==> src/hdl/pove_pkg.sv <==
// Shared types and constants for the priority override table.
// No dependencies; every other file imports this package.
package pove_pkg;

  localparam logic [31:0] FOREVER = 32'hFFFF_FFFF;

  typedef enum logic [1:0] {
    CMD_REQUEST = 2'd0,
    CMD_TICK    = 2'd1,
    CMD_RESOLVE = 2'd2
  } cmd_t;

  typedef enum logic {
    OP_WRITE   = 1'b0,
    OP_RESOLVE = 1'b1
  } op_kind_t;

  // stamp is the expiry for a write and the tick snapshot for a resolve
  typedef struct packed {
    op_kind_t    kind;
    logic [2:0]  tgt;
    logic [2:0]  src;
    logic [15:0] value;
    logic [31:0] stamp;
  } op_t;

endpackage

==> src/hdl/pove_front.sv <==
// Front end: accepts commands, owns the tick counter, turns requests and
// resolves into queue ops. Depends on pove_pkg.
module pove_front import pove_pkg::*; #(
  parameter int OUTPUT_COUNT = 8,
  parameter int SOURCE_COUNT = 5
) (
  input  logic        clk,
  input  logic        rst,
  input  logic        start,
  input  logic        stall,
  output logic        busy,
  input  logic [1:0]  command,
  input  logic [2:0]  target_output,
  input  logic [2:0]  source_level,
  input  logic [15:0] request_value,
  input  logic [31:0] duration,
  output logic        push,
  output op_t         push_op
);

  logic [31:0] tick;
  logic        accept;
  logic        in_range;

  assign busy     = stall;
  assign accept   = start && !stall;
  assign in_range = ({29'd0, target_output} < 32'(OUTPUT_COUNT)) &&
                    ({29'd0, source_level} < 32'(SOURCE_COUNT));

  always_comb begin
    push          = 1'b0;
    push_op.kind  = OP_WRITE;
    push_op.tgt   = target_output;
    push_op.src   = source_level;
    push_op.value = request_value;
    push_op.stamp = (duration == FOREVER) ? FOREVER : tick + duration;
    case (cmd_t'(command))
      CMD_REQUEST: begin
        push = accept && in_range;
      end
      CMD_RESOLVE: begin
        push          = accept;
        push_op.kind  = OP_RESOLVE;
        push_op.stamp = tick;
      end
      default: begin
        push = 1'b0;
      end
    endcase
  end

  always_ff @(posedge clk) begin
    if (rst) begin
      tick <= '0;
    end else if (accept && (cmd_t'(command) == CMD_TICK)) begin
      tick <= tick + 32'd1;
    end
  end

endmodule

==> src/hdl/pove_queue.sv <==
// Two-entry op queue between the front end and the table engine.
// Depends on pove_pkg.
module pove_queue import pove_pkg::*; (
  input  logic clk,
  input  logic rst,
  input  logic push,
  input  op_t  push_op,
  input  logic pop,
  output op_t  head,
  output logic empty,
  output logic full
);

  op_t        slots [2];
  logic       wr_ptr;
  logic       rd_ptr;
  logic [1:0] count;

  assign head  = slots[rd_ptr];
  assign empty = (count == 2'd0);
  assign full  = (count == 2'd2);

  always_ff @(posedge clk) begin
    if (push) begin
      slots[wr_ptr] <= push_op;
    end
  end

  always_ff @(posedge clk) begin
    if (rst) begin
      wr_ptr <= 1'b0;
      rd_ptr <= 1'b0;
      count  <= 2'd0;
    end else begin
      if (push) begin
        wr_ptr <= ~wr_ptr;
      end
      if (pop) begin
        rd_ptr <= ~rd_ptr;
      end
      case ({push, pop})
        2'b10:   count <= count + 2'd1;
        2'b01:   count <= count - 2'd1;
        default: count <= count;
      endcase
    end
  end

endmodule

==> src/hdl/pove_back.sv <==
// Table engine: holds the value/expiry table, clears it after reset,
// applies writes and sweeps outputs for a resolve. Depends on pove_pkg.
module pove_back import pove_pkg::*; #(
  parameter int OUTPUT_COUNT = 8,
  parameter int SOURCE_COUNT = 5
) (
  input  logic        clk,
  input  logic        rst,
  input  op_t         head,
  input  logic        empty,
  output logic        pop,
  output logic        clearing,
  output logic        strobe,
  output logic [2:0]  result_output,
  output logic [15:0] result_value,
  output logic        last_of_run
);

  localparam int ROW_W = (OUTPUT_COUNT > 1) ? $clog2(OUTPUT_COUNT) : 1;
  localparam int COL_W = (SOURCE_COUNT > 1) ? $clog2(SOURCE_COUNT) : 1;
  localparam logic [ROW_W-1:0] LAST_ROW = ROW_W'(OUTPUT_COUNT - 1);

  typedef enum logic [2:0] {
    ST_CLEAR = 3'b001,
    ST_IDLE  = 3'b010,
    ST_SWEEP = 3'b100
  } state_t;

  state_t                  state;
  logic [ROW_W-1:0]        row;
  logic [31:0]             sweep_stamp;

  logic [15:0]             mem_value  [OUTPUT_COUNT][SOURCE_COUNT];
  logic [31:0]             mem_expiry [OUTPUT_COUNT][SOURCE_COUNT];

  logic                    wr_en;
  logic [ROW_W-1:0]        wr_row;
  logic [SOURCE_COUNT-1:0] wr_mask;
  logic [15:0]             wr_value;
  logic [31:0]             wr_expiry;
  logic                    rd_en;
  logic [COL_W-1:0]        wr_col;

  logic [15:0]             rd_value  [SOURCE_COUNT];
  logic [31:0]             rd_expiry [SOURCE_COUNT];
  logic                    rd_valid;
  logic [ROW_W-1:0]        rd_row;
  logic [31:0]             rd_stamp;
  logic [15:0]             win;

  assign clearing = (state == ST_CLEAR);
  assign pop      = (state == ST_IDLE) && !empty;
  assign rd_en    = (state == ST_SWEEP);
  assign wr_col   = COL_W'(head.src);

  always_comb begin
    wr_en     = 1'b0;
    wr_row    = ROW_W'(head.tgt);
    wr_mask   = '0;
    wr_value  = head.value;
    wr_expiry = head.stamp;
    if (state == ST_CLEAR) begin
      wr_en     = 1'b1;
      wr_row    = row;
      wr_mask   = '1;
      wr_value  = '0;
      wr_expiry = '0;
    end else if (pop && (head.kind == OP_WRITE)) begin
      wr_en           = 1'b1;
      wr_mask[wr_col] = 1'b1;
    end
  end

  always_ff @(posedge clk) begin
    if (wr_en) begin
      for (int c = 0; c < SOURCE_COUNT; c++) begin
        if (wr_mask[c]) begin
          mem_value[wr_row][c]  <= wr_value;
          mem_expiry[wr_row][c] <= wr_expiry;
        end
      end
    end
  end

  always_ff @(posedge clk) begin
    if (rd_en) begin
      rd_value  <= mem_value[row];
      rd_expiry <= mem_expiry[row];
      rd_row    <= row;
      rd_stamp  <= sweep_stamp;
    end
  end

  always_ff @(posedge clk) begin
    if (rst) begin
      state       <= ST_CLEAR;
      row         <= '0;
      sweep_stamp <= '0;
    end else begin
      case (state)
        ST_CLEAR: begin
          if (row == LAST_ROW) begin
            row   <= '0;
            state <= ST_IDLE;
          end else begin
            row <= row + 1'b1;
          end
        end
        ST_IDLE: begin
          if (pop && (head.kind == OP_RESOLVE)) begin
            sweep_stamp <= head.stamp;
            row         <= '0;
            state       <= ST_SWEEP;
          end
        end
        ST_SWEEP: begin
          if (row == LAST_ROW) begin
            row   <= '0;
            state <= ST_IDLE;
          end else begin
            row <= row + 1'b1;
          end
        end
        default: begin
          row   <= '0;
          state <= ST_CLEAR;
        end
      endcase
    end
  end

  // highest live source wins
  always_comb begin
    win = '0;
    for (int s = 0; s < SOURCE_COUNT; s++) begin
      if ((rd_expiry[s] == FOREVER) || (rd_stamp <= rd_expiry[s])) begin
        win = rd_value[s];
      end
    end
  end

  always_ff @(posedge clk) begin
    if (rst) begin
      rd_valid <= 1'b0;
      strobe   <= 1'b0;
    end else begin
      rd_valid <= rd_en;
      strobe   <= rd_valid;
    end
  end

  always_ff @(posedge clk) begin
    if (rd_valid) begin
      result_output <= 3'(rd_row);
      result_value  <= win;
      last_of_run   <= (rd_row == LAST_ROW);
    end
  end

endmodule

==> src/hdl/priority_override_with_expiry.sv <==
// Priority override table with expiry: front end, op queue, table engine; uses pove_pkg.
// A resolve holds the table engine while it sweeps the outputs, one row read per cycle;
// busy is high while the queue is full. Results strobe one per cycle after the sweep reads
// are registered; results cannot be stalled. After reset busy stays high while the table
// is cleared one row per cycle.
module priority_override_with_expiry import pove_pkg::*; #(
  parameter int OUTPUT_COUNT = 8,
  parameter int SOURCE_COUNT = 5
) (
  input  logic        clk,
  input  logic        rst,
  input  logic        start,
  output logic        busy,
  input  logic [1:0]  command,
  input  logic [2:0]  target_output,
  input  logic [2:0]  source_level,
  input  logic [15:0] request_value,
  input  logic [31:0] duration,
  output logic        strobe,
  output logic [2:0]  result_output,
  output logic [15:0] result_value,
  output logic        last_of_run
);

  logic push;
  op_t  push_op;
  logic pop;
  op_t  head;
  logic empty;
  logic full;
  logic clearing;

  pove_front #(
    .OUTPUT_COUNT(OUTPUT_COUNT),
    .SOURCE_COUNT(SOURCE_COUNT)
  ) u_front (
    .clk          (clk),
    .rst          (rst),
    .start        (start),
    .stall        (full || clearing),
    .busy         (busy),
    .command      (command),
    .target_output(target_output),
    .source_level (source_level),
    .request_value(request_value),
    .duration     (duration),
    .push         (push),
    .push_op      (push_op)
  );

  pove_queue u_queue (
    .clk    (clk),
    .rst    (rst),
    .push   (push),
    .push_op(push_op),
    .pop    (pop),
    .head   (head),
    .empty  (empty),
    .full   (full)
  );

  pove_back #(
    .OUTPUT_COUNT(OUTPUT_COUNT),
    .SOURCE_COUNT(SOURCE_COUNT)
  ) u_back (
    .clk          (clk),
    .rst          (rst),
    .head         (head),
    .empty        (empty),
    .pop          (pop),
    .clearing     (clearing),
    .strobe       (strobe),
    .result_output(result_output),
    .result_value (result_value),
    .last_of_run  (last_of_run)
  );

endmodule
==> config.mk <==
export PLATFORM = sky130hd
export DESIGN_NAME = priority_override_with_expiry
export DESIGN_NICKNAME = d
export VERILOG_FILES = /design/src/hdl/pove_pkg.sv /design/src/hdl/pove_front.sv /design/src/hdl/pove_queue.sv /design/src/hdl/pove_back.sv /design/src/hdl/priority_override_with_expiry.sv
export SDC_FILE = /design/constraint.sdc
export NUM_CORES = 2
export LEC_CHECK = 0
export BUFFER_PORTS_ARGS = -buffer_cell sky130_fd_sc_hd__clkbuf_2
export CAP_MARGIN = 20
export CORE_AREA = 2 2 464 696
export DETAILED_ROUTE_END_ITERATION = 10
export DIE_AREA = 0 0 466 698
export GPL_TIMING_DRIVEN = 0
export PLACE_DENSITY = 0.46
export SYNTH_ARGS = -nofsm -noshare
export SYNTH_HDL_FRONTEND = slang
export SYNTH_SLANG_ARGS = --single-unit
export TNS_END_PERCENT = 30
==> constraint.sdc <==
create_clock -name clk -period 17.2 [get_ports clk]
set_clock_uncertainty 0.05 [all_clocks]
set_input_delay 0.86 -clock clk [delete_from_list [all_inputs] [get_ports clk]]
set_output_delay 0.86 -clock clk [all_outputs]
set_load 0.01 [all_outputs]
; ---- After elaboration in Yosys (flattened, before gate mapping)
; Memory sizes are Yosys's and may differ from the RTL's. A register that Yosys moved wholly into a read port is not among the register bits.
; Cells that the tools add are included.
; Widths: inputs -> output; s select.
[classes]
n_addsub = 5
n_lt_le_gt_ge = 8
n_eq_ne = 18
muxes = 44
n_bitwise = 3
reduce_logical = 21
[op_table]
columns = cell, count
row1 = $eq 32x32->1 const B, 6
row2 = $le 32x32->1, 5
row3 = $mux 16, 6
row4 = $mux 32, 3
row5 = $add 32x1->32 const B, 1
row6 = $add 32x32->32, 1
row7 = $mux 1, 23
row8 = $mux 3, 5
row9 = $pmux 3 s2, 2
row10 = $mux 5, 2
row11 = $eq 3x3->1 const B, 3
row12 = $logic_and 1x1->1, 7
row13 = $eq 2x2->1 const B, 3
row14 = $logic_or 1x1->1, 6
row15 = $eq 2x1->1 const B, 2
row16 = $logic_not 2->1, 2
row17 = $lt 3x4->1 const B, 1
row18 = $pmux 2 s2, 1
row19 = $reduce_and 2->1, 2
row20 = $add 3x1->3 const B, 1
row21 = $demux 1 s3, 1
row22 = $eq 3x1->1 const B, 1
row23 = $eq 3x2->1 const B, 1
row24 = $ge 3x1->1 const B, 1
row25 = 10 further kinds, 13
[word_totals]
ff_bits = 131
ram_bits = 2030
in_bits = 59
out_inout_bits = 22
elab_cells = 116
memories = 3
[mem_list]
columns = memory, depth, width, rd, rd_ports_with_merged_regs, wr, line_no
row1 = u_back.mem_expiry, 8, 160, 1, 1, 1, pove_back.sv:34  ; logic [31:0] mem_expiry [OUTPUT_COUNT][SOURCE_COUNT];
row2 = u_back.mem_value, 8, 80, 1, 1, 1, pove_back.sv:33  ; logic [15:0] mem_value [OUTPUT_COUNT][SOURCE_COUNT];
row3 = u_queue.slots, 2, 55, 1, 1, 1, pove_queue.sv:14  ; op_t slots [2];

; ---- Longest topological paths before layout
[logic_depth]
depth_word = 9
depth_mapped = 13

; ---- Cells and area by module
; A second synthesis with hierarchy kept.
[hier_totals]
hier_cells = 4844
hier_area_um2 = 96074.6
[by_module_without_submodules]
columns = mod, n_inst, cells_per_inst, area_per_inst_um2
row1 = pove_back, 1, 4157, 88242.1
row2 = pove_queue, 1, 193, 4170.2
row3 = pove_front, 1, 493, 3656.0
row4 = priority_override_with_expiry, 1, 1, 6.3

; ---- Least setup slack after synthesis
; No wires, ideal clock.
[synth_timing]
kind = register to register
from = register u_back.state[1]
to = register u_back.row[0]
arrival_ns = 13.500
t_required_ns = 17.085
slack_ns = 3.585
path_stages_with_launch = 7
n_path_buf = 0
cell_sequence = dfxtp_1 > nand2b_1 > nor2_1 > or2_2 > nor2b_1 > mux2i_1 > nor2_1
[synth_via]
word_cells_on_any_way = 8
cone_classes = eq/ne: 4 / mux: 1 / reduce/logical: 3
[synth_rtl]
columns = item, line_no
row1 = from (decl), pove_back.sv:29  ; state_t state;
row2 = from (signal assigned), pove_back.sv:96  ; state <= ST_CLEAR;
row3 = from (signal assigned), pove_back.sv:104  ; state <= ST_IDLE;
row4 = from (signal assigned), pove_back.sv:113  ; state <= ST_SWEEP;
row5 = $eq 3x3->1, --
row6 = named net u_back.rd_en, pove_back.sv:41  ; logic rd_en;
row7 = $reduce_or 2->1 (no line), --
row8 = $pmux 3 s2, pove_back.sv:100  ; case (state)
row9 = to (signal assigned), pove_back.sv:106  ; row <= row + 1'b1;
row10 = to (signal assigned), pove_back.sv:121  ; row <= row + 1'b1;
row11 = to (decl), pove_back.sv:30  ; logic [ROW_W-1:0] row;
; The timed path passes the listed nets, and every way through them passes these cells.
; A chain may end at the register's enable or synchronous reset.

; ---- Final worst setup path
[layout_timing]
from = register u_back.rd_stamp[21]
to = register u_back.result_value[12] (data pin)
[layout_via]
elab_chain_len = 7
word_cells_on_any_way = 15
cone_classes = order compare: 5 / mux: 5 / reduce/logical: 5
[layout_rtl]
columns = item, line_no
row1 = from (decl), pove_back.sv:48  ; logic [31:0] rd_stamp;
row2 = from (signal assigned), pove_back.sv:90  ; rd_stamp <= sweep_stamp;
row3 = $le 32x32->1, pove_back.sv:136  ; if ((rd_expiry[s] == FOREVER) || (rd_stamp <= rd_expiry[s])) begin
row4 = $logic_or 1x1->1, pove_back.sv:136
row5 = $mux 16 (4 in a row), pove_back.sv:136
row6 = $mux 16 *, pove_back.sv:136
row7 = named net u_back.win[12], pove_back.sv:49  ; logic [15:0] win;
row8 = to (signal assigned), pove_back.sv:155  ; result_value <= win;
row9 = to (decl), pove_back.sv:15  ; output logic [15:0] result_value,
; Mark *: on every way through the listed nets, which the timed path passes. The rest lies on a longest branch.

==> impl_metrics.yaml <==
run_status:
  outcome: "complete, no violations"
power_and_ir_drop:
  seq_power_share: 0.517
  ir_drop_uv: 83.7
  pwr_density_cell_nw_per_um2: 114
  swShare: 0.224
  p_comb_frac: 0.080
  power_mw: 12.9
  p_sw_mw: 2.89
  clockPowerShare: 0.403
  p_leak_nw: 37.1
  p_int_mw: 10.0
floorplan:
  io_pins: 81
  die_w_um: 466
  die-area_um2: 325000
  die_h_um: 698
  start_util: 0.299
  core_area_um2: 319000
  placementRows: 254
clock_tree:
  root_buffer: "clkbuf_16"
  htreeDepth: 4
  clock_sinks: 2402
  post_cts_buffers: 0
  clockBufferDepth: 4
  clk_latency_ns: 0.93
  postCtsResizedCells: 0
  cts_tree: "yes"
  cts_buffers: 245
  clkTransAtPathRegs_ns: 0.06
route:
  firstDrtPassIters: 5
  post_drt_wl_per_cell_um: 28.9
  vias: 47500
  dr.first_iter.drc_count: 3800
  detail_route.wirelength_um: 280000
  vias_per_cell: 4.90
  ant_nets: 0
  drc: 0
grt:
  grtUsageTotal: 0.170
  grt_pass1_vias: 50600
  grt_overflow_total: 0
  grt_max_degree: 41
  grt_pass1_wl_um: 390000
  antenna_found_initial: 6
sta:
  final.min_clock_period_ns: 5.07
  slew_viol_final: 0
  rsz0062_at_grt: "false"
  finalCritPeriodShare: 0.295
  fmax_mhz: 197
  slew_headroom: 0.193
  tightest_slew_ns: 1.21
  whs_ns: 0.0807
  hold_violations: 0
  setup_viol: 0
synthesis:
  synth_compound_area_frac: 0.0257
  synth_area_leaders: "edfxtp_1 73%, mux4_2 11%, mux2_2 3.0%"
  ys_warn_count: 0
  synth_ff_type: "edfxtp_1"
  synth_edf_count: 2325
  synth_simple_gate_area_share: 0.0294
  syn_inst: 4737
  synth-xor-area-share: 0.00497
  synth_top_family_by_area: "multiplexers"
  ys_ff_latch: 2402
  netlist_area_um2: 95200
  yosysSeqAreaShare: 0.749
  synthMuxAreaShare: 0.150
  synth_top_cell_area_share: 0.733
  synthArstFlopShare: 0
  yosysTopAreaCell: "edfxtp_1"
  ys_types: 78
  syn_nets: 4992
  synthAdderAreaFrac: 0.0258
  synth_area_per_cell_um2: 20.1
  yosysMostFrequentCell: "edfxtp_1"
  ys_top_cells_by_count: "2,325 x edfxtp_1, 480 x mux4_2, 257 x mux2_2"
critical_path:
  reg2reg_depth: 11
  arrival_ns: 5.63
  cp-end-kind: "register"
  max_stage_delay_ns: 0.93
  required_ns: 17.76
  reg2reg_from: "u_back.rd_stamp[21]"
  slowest_stage: "nand4_1"
  path_class: "reg -> reg"
  path_delay_family: "compound AO/OA/AOI/OAI gates"
  path_cells: "ha_1 > a21o_1 > a21o_1 > a21oi_1 > o211ai_1 > a221oi_2 > nand4_1 > clkbuf_1 > nand3_1 > o21ai_1 > mux2_2"
  crit_top_cell: "a21o_1"
  crit_buf_inv: 1
  critPathMaxFanout: 10
  rr_endpoint: "u_back.result_value[12]"
  crit_cells: 11
  critPathCapture: "u_back.result_value[12]"
  rrSetupSlack_ns: 12.13
  start_kind: "register"
  startpoint: "u_back.rd_stamp[21]"
hold_path:
  worstHoldPathType: "in -> reg"
run:
  maxCapViolCount: 0
layout:
  drive_above_1_share: 0.277
  area.growth.synth_to_final_pct: 18.7
  final_nets: 5517
place:
  gp_congestion: 0.836
  hpwl_um: 195000
  portBuffers: 79
## per-stage QoR
stage               cells  utilization  TNS (ns)  setup slack (ns)  cell area, um^2
CTS                  9673        0.354         0             12.11           113000
finish               9692        0.355         0             12.13           113000
detailed placement   9214        0.329         0             12.17           105000
floorplan            4737            -         0              3.58            95200
global placement     9040        0.317  -1664.89             -7.17           101000
global route         9689        0.354         0             12.15           113000
## final cells by class
type / count / area, um^2
antenna: 4 / 10.0
inverter: 176 / 661
multi-input combinational: 1970 / 23200
clock inverter: 141 / 1150
buffer: 189 / 771
sequential: 2402 / 71400
fill: 29600 / 206000
tap: 4224 / 5290
timing repair buffer: 278 / 4060
clock buffer: 308 / 6530
## cell usage in the layout (no fill, tap or decap), types with 91 or more instances in the layout
cell type	Yosys	layout
buf_12	1	125
clkbuf_1	112	155
edfxtp_1	2325	2325
a21oi_1	113	110
nor2_4	1	91
ha_1	195	195
inv_1	176	176
clkbuf_16	0	248
mux4_2	480	480
mux2_2	257	257
nor2_1	223	132
## worst register-to-register path, delay by kind of cell, from the launching register on
family,cells,cell delay (ns)
AO/OA/AOI/OAI,6,1.57
adder cells (fa/ha/maj),1,0.39
buffers and inverters,1,0.44
flip-flops,1,0.89
multiplexers,1,0.31
AND/OR/NAND/NOR,2,1.12
## state kept, by name, indices dropped and copies added, names as in the netlist, 2 cells and up, named ones only
signal                flops
u_back.rd_row             3
u_front.tick             32
u_back.result_value      16
u_queue.count             2
u_back.rd_value          80
u_back.rd_stamp          32
u_back.row                3
u_queue.slots           110
u_back.rd_expiry        160
u_back.mem_expiry      1280
u_back.result_output      3
u_back.sweep_stamp       32
u_back.mem_value        640
u_back.state              3
## routing by layer
layer	global-route usage	part of all wire
met5	0	0.000025
met4	0.0681	0.044
met3	0.0206	0.037
met2	0.319	0.54
met1	0.195	0.38
## kinds of logic (layout without fill, tap and decap cells)
logic type,count (synthesis),count (layout)
buffers and inverters,365,1092
other,0,4
muxes,794,794
xor gates and xnor gates,54,54
DFF,2402,2402
adders and majority gates,196,196
AOI/OAI and AO/OA,370,370
and+or+nand+nor,556,556
## how the worst min path moves through the flow
| stage | start | endpoint | slack [ns] | depth (start not counted) |
|---|---|---|---|---|
| after global placement | u_back.sweep_stamp[28] | u_back.rd_stamp[28] | 0.36 | 0 |
| final | request_value[7] | u_queue.slots[0][39] | 0.08 | 1 |
| after floorplan | u_back.sweep_stamp[0] | u_back.rd_stamp[0] | 0.36 | 0 |
| after CTS | request_value[0] | u_queue.slots[0][32] | 0.001 | 1 |
| after detailed placement | u_back.sweep_stamp[28] | u_back.rd_stamp[28] | 0.37 | 0 |
| after global routing | request_value[0] | u_queue.slots[1][32] | 0.03 | 1 |
## repair_timing
| action | 4_1_cts | 5_1_grt |
|---|---|---|
| hold buffers | 10 | 0 |
| endpoints found under the hold margin | 20 | 0 |
| setup endpoints to repair | 0 | 0 |
## power groups by stage
stage / combinational (mW) / sequential (mW) / clock (mW)
2_1_floorplan: 0.598 / 6.80 / 0
3_3_place_gp: 0.956 / 6.84 / 0
3_5_place_dp: 1.05 / 6.80 / 0
4_1_cts: 1.06 / 6.68 / 5.33
5_1_grt: 1.09 / 6.69 / 5.54
6_report: 1.03 / 6.68 / 5.20
Power figures use the tool's default switching activity.
